## config.mk

```make
export PLATFORM = sky130hd
export DESIGN_NAME = c_comment_stripper
export DESIGN_NICKNAME = d
export VERILOG_FILES = /design/src/design/ccs_pkg.sv /design/src/design/ccs_front.sv /design/src/design/ccs_fifo.sv /design/src/design/ccs_back.sv /design/src/design/c_comment_stripper.sv
export SDC_FILE = /design/constraint.sdc
export NUM_CORES = 1
export LEC_CHECK = 0
export BUFFER_PORTS_ARGS = -buffer_cell sky130_fd_sc_hd__buf_2
export CORE_MARGIN = 5
export CORE_UTILIZATION = 62
export CTS_CLUSTER_SIZE = 12
export DETAILED_ROUTE_END_ITERATION = 6
export GPL_TIMING_DRIVEN = 0
export PLACE_DENSITY_LB_ADDON = 0.2
export SYNTH_ARGS = -nofsm -noshare
export SYNTH_HDL_FRONTEND = slang
export SYNTH_SLANG_ARGS = --single-unit
```

## constraint.sdc

```tcl
create_clock -name i_clk -period 3.74 [get_ports i_clk]
set_clock_uncertainty 0.05 [all_clocks]
set_input_delay 0.561 -clock i_clk [delete_from_list [all_inputs] [get_ports i_clk]]
set_output_delay 0.561 -clock i_clk [all_outputs]
set_load 0.02 [all_outputs]
```

## src/design/ccs_pkg.sv

```systemverilog
// ----------------------------------------------------------------------------
// ccs_pkg
// Types and character constants shared by the comment stripper modules.
// ----------------------------------------------------------------------------
package ccs_pkg;

    localparam logic [7:0] CH_STAR   = 8'h2A;
    localparam logic [7:0] CH_SLASH  = 8'h2F;
    localparam logic [7:0] CH_QUOTE  = 8'h22;
    localparam logic [7:0] CH_BSLASH = 8'h5C;
    localparam logic [7:0] CH_SPACE  = 8'h20;
    localparam logic [7:0] CH_TAB    = 8'h09;
    localparam logic [7:0] CH_CR     = 8'h0D;

    // Input word: a text character or an end-of-line marker.
    typedef struct packed {
        logic       kind;
        logic [7:0] ch;
    } t_in_item;

    // Result word.
    typedef struct packed {
        logic [7:0] out_char;
        logic       line_end;
        logic       overflow;
        logic       last;
    } t_out_item;

    // Work handed from the classifier to the output side.
    typedef struct packed {
        logic       keep_slash;
        logic       keep_char;
        logic       line_end;
        logic [7:0] ch;
    } t_cmd;

    function automatic logic is_ws(input logic [7:0] c);
        return (c == CH_SPACE) || ((c >= CH_TAB) && (c <= CH_CR));
    endfunction

endpackage

```

## src/design/ccs_front.sv

```systemverilog
// ----------------------------------------------------------------------------
// ccs_front
// Classifier: tracks comment, string and held-slash state and turns each
// accepted word that keeps text or ends a line into a command for the output side.
// ----------------------------------------------------------------------------
module ccs_front (
    input  logic              i_clk,
    input  logic              i_rst_n,
    input  logic              i_accept,
    input  ccs_pkg::t_in_item i_item,
    output ccs_pkg::t_cmd     o_cmd,
    output logic              o_cmd_vld
);
    import ccs_pkg::*;

    logic r_in_block, n_in_block;
    logic r_in_quote, n_in_quote;
    logic r_slash_held, n_slash_held;
    logic r_star_held, n_star_held;
    logic r_skip_rest, n_skip_rest;
    logic r_prev_bs, n_prev_bs;
    logic do_plain;
    t_cmd cmd;

    always_comb begin
        n_in_block   = r_in_block;
        n_in_quote   = r_in_quote;
        n_slash_held = r_slash_held;
        n_star_held  = r_star_held;
        n_skip_rest  = r_skip_rest;
        n_prev_bs    = r_prev_bs;
        do_plain     = 1'b0;
        cmd          = '0;
        cmd.ch       = i_item.ch;
        if (i_accept) begin
            if (i_item.kind) begin
                cmd.keep_slash = r_slash_held;
                cmd.line_end   = 1'b1;
                n_in_quote     = 1'b0;
                n_slash_held   = 1'b0;
                n_star_held    = 1'b0;
                n_skip_rest    = 1'b0;
                n_prev_bs      = 1'b0;
            end else begin
                n_prev_bs = (i_item.ch == CH_BSLASH);
                if (r_skip_rest) begin
                    // Rest of the line belongs to a line comment.
                end else if (r_in_block) begin
                    if (r_star_held && i_item.ch == CH_SLASH) begin
                        n_in_block  = 1'b0;
                        n_star_held = 1'b0;
                    end else begin
                        n_star_held = (i_item.ch == CH_STAR);
                    end
                end else if (r_slash_held) begin
                    n_slash_held = 1'b0;
                    if (i_item.ch == CH_STAR) begin
                        n_in_block  = 1'b1;
                        n_star_held = 1'b0;
                    end else if (i_item.ch == CH_SLASH) begin
                        n_skip_rest = 1'b1;
                    end else begin
                        cmd.keep_slash = 1'b1;
                        do_plain       = 1'b1;
                    end
                end else begin
                    do_plain = 1'b1;
                end

                if (do_plain) begin
                    if (i_item.ch == CH_QUOTE && !r_prev_bs) begin
                        n_in_quote    = !r_in_quote;
                        cmd.keep_char = 1'b1;
                    end else if (!r_in_quote && i_item.ch == CH_SLASH) begin
                        n_slash_held = 1'b1;
                    end else begin
                        cmd.keep_char = 1'b1;
                    end
                end
            end
        end
    end

    assign o_cmd     = cmd;
    assign o_cmd_vld = i_accept && (cmd.keep_slash || cmd.keep_char || cmd.line_end);

    always_ff @(posedge i_clk) begin
        if (!i_rst_n) begin
            r_in_block   <= 1'b0;
            r_in_quote   <= 1'b0;
            r_slash_held <= 1'b0;
            r_star_held  <= 1'b0;
            r_skip_rest  <= 1'b0;
            r_prev_bs    <= 1'b0;
        end else begin
            r_in_block   <= n_in_block;
            r_in_quote   <= n_in_quote;
            r_slash_held <= n_slash_held;
            r_star_held  <= n_star_held;
            r_skip_rest  <= n_skip_rest;
            r_prev_bs    <= n_prev_bs;
        end
    end

endmodule

```

## src/design/ccs_fifo.sv

```systemverilog
// ----------------------------------------------------------------------------
// ccs_fifo
// Short command queue between the classifier and the output side.
// ----------------------------------------------------------------------------
module ccs_fifo #(
    parameter int DEPTH = 4
) (
    input  logic          i_clk,
    input  logic          i_rst_n,
    input  logic          i_wr,
    input  ccs_pkg::t_cmd i_wr_data,
    input  logic          i_rd,
    output ccs_pkg::t_cmd o_rd_data,
    output logic          o_vld,
    output logic          o_full
);
    import ccs_pkg::*;

    localparam int PTR_W = (DEPTH > 1) ? $clog2(DEPTH) : 1;
    localparam int CNT_W = $clog2(DEPTH + 1);

    t_cmd             r_store [DEPTH];
    logic [PTR_W-1:0] r_wr_ptr;
    logic [PTR_W-1:0] r_rd_ptr;
    logic [CNT_W-1:0] r_count;
    logic             wr_en;
    logic             rd_en;

    assign o_full    = (r_count == CNT_W'(DEPTH));
    assign o_vld     = (r_count != '0);
    assign o_rd_data = r_store[r_rd_ptr];
    assign wr_en     = i_wr && !o_full;
    assign rd_en     = i_rd && o_vld;

    always_ff @(posedge i_clk) begin
        if (wr_en) begin
            r_store[r_wr_ptr] <= i_wr_data;
        end
    end

    always_ff @(posedge i_clk) begin
        if (!i_rst_n) begin
            r_wr_ptr <= '0;
            r_rd_ptr <= '0;
            r_count  <= '0;
        end else begin
            if (wr_en) begin
                r_wr_ptr <= (r_wr_ptr == PTR_W'(DEPTH - 1)) ? '0 : r_wr_ptr + 1'b1;
            end
            if (rd_en) begin
                r_rd_ptr <= (r_rd_ptr == PTR_W'(DEPTH - 1)) ? '0 : r_rd_ptr + 1'b1;
            end
            if (wr_en && !rd_en) begin
                r_count <= r_count + 1'b1;
            end else if (rd_en && !wr_en) begin
                r_count <= r_count - 1'b1;
            end
        end
    end

endmodule

```

## src/design/ccs_back.sv

```systemverilog
// ----------------------------------------------------------------------------
// ccs_back
// Output side: holds whitespace runs in a buffer memory, flushes them ahead
// of kept characters and drives the result queue through two register stages.
// ----------------------------------------------------------------------------
module ccs_back #(
    parameter int RUN_DEPTH = 32
) (
    input  logic               i_clk,
    input  logic               i_rst_n,
    input  ccs_pkg::t_cmd      i_cmd,
    input  logic               i_cmd_vld,
    output logic               o_cmd_pop,
    input  logic               i_pop,
    output logic               o_empty,
    output ccs_pkg::t_out_item o_result
);
    import ccs_pkg::*;

    localparam int CNT_W  = $clog2(RUN_DEPTH + 1);
    localparam int ADDR_W = (RUN_DEPTH > 1) ? $clog2(RUN_DEPTH) : 1;

    logic [7:0]       r_run_mem [RUN_DEPTH];
    logic [7:0]       r_rd_data;
    logic [CNT_W-1:0] r_run_count;
    logic [CNT_W-1:0] r_idx;
    logic             r_run_ov;
    logic             r_slash_done;
    logic             r_char_done;

    // Stage A: issued result, character may still come from the memory read.
    logic             r_a_vld;
    logic             r_a_mem;
    logic [7:0]       r_a_char;
    logic             r_a_le;
    logic             r_a_ov;
    logic             r_a_last;

    logic             r_out_vld;
    t_out_item        r_out;

    logic             out_free;
    logic             a_free;
    logic             go;
    logic             in_slash;
    logic             in_char;
    logic             in_eol;
    logic [7:0]       cur_c;
    logic             cur_ws;
    logic             flushing;
    logic             later_emit;
    logic             cmd_done;
    logic             emit;
    logic             ws_store;

    assign out_free = !r_out_vld || i_pop;
    assign a_free   = !r_a_vld || out_free;
    assign go       = i_cmd_vld && a_free;

    assign in_slash = i_cmd.keep_slash && !r_slash_done;
    assign in_char  = !in_slash && i_cmd.keep_char && !r_char_done;
    assign in_eol   = !in_slash && !in_char;
    assign cur_c    = in_slash ? CH_SLASH : i_cmd.ch;
    assign cur_ws   = is_ws(cur_c);
    assign flushing = !in_eol && !cur_ws && (r_idx < r_run_count);
    assign ws_store = go && !in_eol && cur_ws;

    // Whether a later step of the same command still produces a result.
    assign later_emit = in_slash ? ((i_cmd.keep_char && !is_ws(i_cmd.ch)) || i_cmd.line_end)
                                 : (in_char && i_cmd.line_end);
    assign cmd_done   = !flushing
                      && (in_eol
                          || (in_slash && !i_cmd.keep_char && !i_cmd.line_end)
                          || (in_char && !i_cmd.line_end));
    assign emit       = go && (in_eol || !cur_ws);
    assign o_cmd_pop  = go && cmd_done;

    always_ff @(posedge i_clk) begin
        if (ws_store && (r_run_count < CNT_W'(RUN_DEPTH))) begin
            r_run_mem[r_run_count[ADDR_W-1:0]] <= cur_c;
        end
        if (go && flushing) begin
            r_rd_data <= r_run_mem[r_idx[ADDR_W-1:0]];
        end
    end

    // Payload registers.
    always_ff @(posedge i_clk) begin
        if (emit) begin
            r_a_mem  <= flushing;
            r_a_char <= in_eol ? 8'h00 : cur_c;
            r_a_le   <= in_eol;
            r_a_ov   <= r_run_ov;
            r_a_last <= !flushing && (in_eol || !later_emit);
        end
        if (out_free && r_a_vld) begin
            r_out.out_char <= r_a_mem ? r_rd_data : r_a_char;
            r_out.line_end <= r_a_le;
            r_out.overflow <= r_a_ov;
            r_out.last     <= r_a_last;
        end
    end

    always_ff @(posedge i_clk) begin
        if (!i_rst_n) begin
            r_run_count  <= '0;
            r_idx        <= '0;
            r_run_ov     <= 1'b0;
            r_slash_done <= 1'b0;
            r_char_done  <= 1'b0;
            r_a_vld      <= 1'b0;
            r_out_vld    <= 1'b0;
        end else begin
            if (emit) begin
                r_a_vld <= 1'b1;
            end else if (out_free) begin
                r_a_vld <= 1'b0;
            end
            if (out_free) begin
                r_out_vld <= r_a_vld;
            end

            if (ws_store) begin
                if (r_run_count < CNT_W'(RUN_DEPTH)) begin
                    r_run_count <= r_run_count + 1'b1;
                end else begin
                    r_run_ov <= 1'b1;
                end
            end else if (go && flushing) begin
                r_idx <= r_idx + 1'b1;
            end else if (emit) begin
                // A kept character or a line end closes the current run.
                r_run_count <= '0;
                r_run_ov    <= 1'b0;
                r_idx       <= '0;
            end

            if (go && !flushing) begin
                if (cmd_done) begin
                    r_slash_done <= 1'b0;
                    r_char_done  <= 1'b0;
                end else if (in_slash) begin
                    r_slash_done <= 1'b1;
                end else if (in_char) begin
                    r_char_done <= 1'b1;
                end
            end
        end
    end

    assign o_empty  = !r_out_vld;
    assign o_result = r_out;

endmodule

```

## src/design/c_comment_stripper.sv

```systemverilog
// A kept character passes the command queue, stage A and the output register, whose
// value is the head of the result queue, when the output side is idle and no whitespace
// run is held. The output side gives one result per cycle while results are popped; a
// character that flushes a held run of whitespace bytes first emits each held byte, and
// the QUEUE_DEPTH-entry command queue lets input continue meanwhile. Reset clears all
// control state; the run buffer contents are left as they are, needing no clearing pass.
// ----------------------------------------------------------------------------
// c_comment_stripper
// Streaming C comment stripper with trailing whitespace trimming.
// ----------------------------------------------------------------------------
module c_comment_stripper #(
    parameter int RUN_DEPTH   = 32,
    parameter int QUEUE_DEPTH = 4
) (
    input  logic               i_clk,
    input  logic               i_rst_n,
    input  logic               push,
    output logic               full,
    input  ccs_pkg::t_in_item  i_item,
    output logic               empty,
    input  logic               pop,
    output ccs_pkg::t_out_item o_result
);
    import ccs_pkg::*;

    t_cmd front_cmd;
    logic front_cmd_vld;
    t_cmd head_cmd;
    logic head_vld;
    logic head_pop;
    logic accept;

    assign accept = push && !full;

    ccs_front u_front (
        .i_clk     (i_clk),
        .i_rst_n   (i_rst_n),
        .i_accept  (accept),
        .i_item    (i_item),
        .o_cmd     (front_cmd),
        .o_cmd_vld (front_cmd_vld)
    );

    ccs_fifo #(
        .DEPTH (QUEUE_DEPTH)
    ) u_fifo (
        .i_clk     (i_clk),
        .i_rst_n   (i_rst_n),
        .i_wr      (front_cmd_vld),
        .i_wr_data (front_cmd),
        .i_rd      (head_pop),
        .o_rd_data (head_cmd),
        .o_vld     (head_vld),
        .o_full    (full)
    );

    ccs_back #(
        .RUN_DEPTH (RUN_DEPTH)
    ) u_back (
        .i_clk     (i_clk),
        .i_rst_n   (i_rst_n),
        .i_cmd     (head_cmd),
        .i_cmd_vld (head_vld),
        .o_cmd_pop (head_pop),
        .i_pop     (pop),
        .o_empty   (empty),
        .o_result  (o_result)
    );

endmodule
```

==> results.sh <==
export IMPL_grt_overflow_total=0
export IMPL_status="complete, but fails checks"
export IMPL_wl_per_cell_um=25.45
export IMPL_worst_pin_slew_ns=1.322
export IMPL_layout_setup_ws_ns=-0.09345
export IMPL_grt_max_degree=34
export IMPL_slew_headroom_pct=11.85
export IMPL_dp_cells=1119
export IMPL_postRouteAntennaNets=0
export IMPL_crit_chain="buf_6 > mux4_2 > a2111oi_4 > nand3_1 > nor3_4 > nand3_2 > nor2_4"
export IMPL_synth_compound_area_share_pct=2.716
export IMPL_synth_avg_cell_area_um2=18.88
export IMPL_synthSimpleGateAreaFrac_pct=5.551
export IMPL_n_antenna_cell=0
export IMPL_worstPathArrival_ns=3.95
export IMPL_cp_required_ns=3.85
export IMPL_die_x_um=163.7
export IMPL_cpMaxStageDelayCell="mux4_2"
export IMPL_finalSetupViolations=176
export IMPL_postPlaceCellArea_um2=15170
export IMPL_whs_ns=0.2603
export IMPL_crit_type="reg2reg"
export IMPL_stdcell_count=1189
export IMPL_rsz0062_at_grt="true"
export IMPL_crit_buf_inv=1
export IMPL_syn_num_nets=806
export IMPL_finalCriticalPeriod_ns=3.833
export IMPL_synth_top_cell_by_area="edfxtp_1"
export IMPL_synth_area_top_cells="edfxtp_1 68%, mux4_2 13%, dfxtp_1 4.4%, nor2_1 1.6%, ha_1 1.4%"
export IMPL_fp_dieH_um=163.7
export IMPL_vias_per_cell=6.393
export IMPL_synth_mux_area_fraction_pct=16.18
export IMPL_clk_latency_ns=0.51
export IMPL_port_buffers=24
export IMPL_cts_max_level=2
export IMPL_route_detailed_drc=0
export IMPL_cts_sinks=363
export IMPL_ctsRootBufferMaster="clkbuf_16"
export IMPL_report_final_slew_viol_count=0
export IMPL_cpPeakStageDelay_ns=0.63
export IMPL_synthAdderAreaFrac_pct=1.503
export IMPL_synth_cell_type_count=59
export IMPL_grt_pass1_wl_um=46780
export IMPL_drive_above_1_share_pct=27.70
export IMPL_powerDensity_nw_per_um2=645.2
export IMPL_dpl_worst_slack_ns=-0.3441
export IMPL_ys_seq_elements=363
export IMPL_critPathTopFamily="simple AND/OR/NAND/NOR gates"
export IMPL_syn_inst=776
export IMPL_tns_ns=-8.830
export IMPL_synthesis_area_um2=14650
export IMPL_yosysWarnings=0
export IMPL_path_max_fanout=10
export IMPL_ios=26
export IMPL_rows=56
export IMPL_power_total_mw=10.75
export IMPL_hold_buffers=0
export IMPL_layout_worst_path_cycle_share_pct=102.5
export IMPL_irDropWorstVdd_v=0.0005546
export IMPL_antenna_found_initial=0
export IMPL_vias=7601
export IMPL_synthArstFlopShare_pct=0
export IMPL_layout_core_utilization_pct=71.20
export IMPL_hold_viol=0
export IMPL_critPathLaunchType="flip-flop"
export IMPL_firstDrtPassIters=5
export IMPL_dieArea_um2=26810
export IMPL_path_clk_slew_ns=0.06
export IMPL_final_nets=876
export IMPL_endpoint_kind="flip-flop"
export IMPL_hold_class="in2reg"
export IMPL_synth_top_family_by_area="multiplexers"
export IMPL_drt_total_wl_um=30260
export IMPL_finish_instance_area_um2=16660
export IMPL_place_hpwl_um=19580
export IMPL_drt_iter0_drc=721
export IMPL_numCtsBuffers=38
export IMPL_grt_use_total_pct=23.56
export IMPL_place_congestion=0.9175
export IMPL_synth_xor_area_share_pct=0.4184
export IMPL_clockBufferDepth=3
export IMPL_fp_coreArea_um2=23400
export IMPL_violations="setup timing"
export IMPL_leakage_nw=5.124
export IMPL_synth_top_area_share_pct=67.84
export IMPL_syn2layout_area_growth_pct=13.73
export IMPL_grt_pass1_vias=7802
export IMPL_synth_edff_count=331
export IMPL_synthFlopType="edfxtp_1"
export IMPL_ff2ff_setup_slack_ns=-0.09
export IMPL_cap_violations=0
export IMPL_ys_seq_area_share_pct=72.21
export IMPL_start_util_pct=62.61
export IMPL_cts_tree="done"
export IMPL_max_clock_freq_mhz=260.9
cell usage after synthesis, drive strengths merged (4+ instances only):
cell type  instances
o211ai             5
xor2               5
edfxtp           331
a21oi             10
or3                4
clkbuf            22
mux2i             10
dfxtp             32
nand3             21
nand4              5
buf               10
mux4              91
nor3              10
nand2             22
a2111oi            4
inv               20
ha                16
and2              12
mux2              18
o21ai             12
or2                5
nor2              62
nand2b             4
nor2b              9
layout by cell type, fill, tap and decap left out, drive strengths merged, types with 6 or more instances in the layout:
cell and instances:
a21oi 10, and2 12, buf 40, clkbuf 77
clkinv 6, dfxtp 32, edfxtp 331, ha 16
inv 21, mux2 18, mux2i 10, mux4 91
nand2 22, nand3 21, nor2 62, nor2b 9
nor3 10, o21ai 12
path summary, 6_finish.rpt:
path / from / endpoint / cells past startpoint
max: flip-flop / u_back.r_run_mem[29][4] / 7
min: i_item[5] / u_fifo.r_store[1][5] / 1
max reg2reg: flip-flop / u_back.r_run_mem[29][4] / 7
min reg2reg: u_back.r_a_ov / u_back.o_result[1] / 0
power by group:
group,internal (mW),total [mW],switching (mW)
sequential,5.28,5.36,0.0772
combinational,0.525,1.87,1.35
clock,2.11,3.52,1.41
total,7.91,10.8,2.84
cell families after synthesis:
kind of cell,after synthesis
XOR/XNOR,7
buffers and inverters,52
flip-flops,363
AO/OA/AOI/OAI,52
AND/OR/NAND/NOR,166
multiplexers,119
adder cells (fa/ha/maj),17
metal layers:
metal	GRT usage [%]	vias to the layer above	routed length (µm)
met3	4.793	62	2552
met1	32.94	3895	11610
met5	0	-	0
li1	-	3271	-
met2	38.61	373	15280
met4	6.672	0	817
state kept, by name, summed over array words and instances (netlist names), 2 cells and up, named ones only:
name and flops:
u_back.o_result 11, u_back.r_a_char 8, u_back.r_idx 6, u_back.r_rd_data 8
u_back.r_run_count 6, u_back.r_run_mem 256, u_fifo.r_count 3, u_fifo.r_rd_ptr 2
u_fifo.r_store 44, u_fifo.r_wr_ptr 2
area by class of cell:
class                      count  area [µm²]
clock buffer                  55        1066
buffer                        32       131.4
clock inverter                 9       93.84
inverter                      20       77.57
multi-input combinational    361        4153
sequential                   363       10580
timing repair buffer          30       162.7
tap                          319       399.1
fill                        1410        6739
what timing repair did:
item | 4_1_cts | 5_1_grt
pin swaps | 0 | 2
gates cloned | 0 | 0
endpoints found under the setup margin | 258 | 194
gates resized for setup | 68 | 9
setup buffers | 0 | 5
Power figures use the tool's default switching activity.
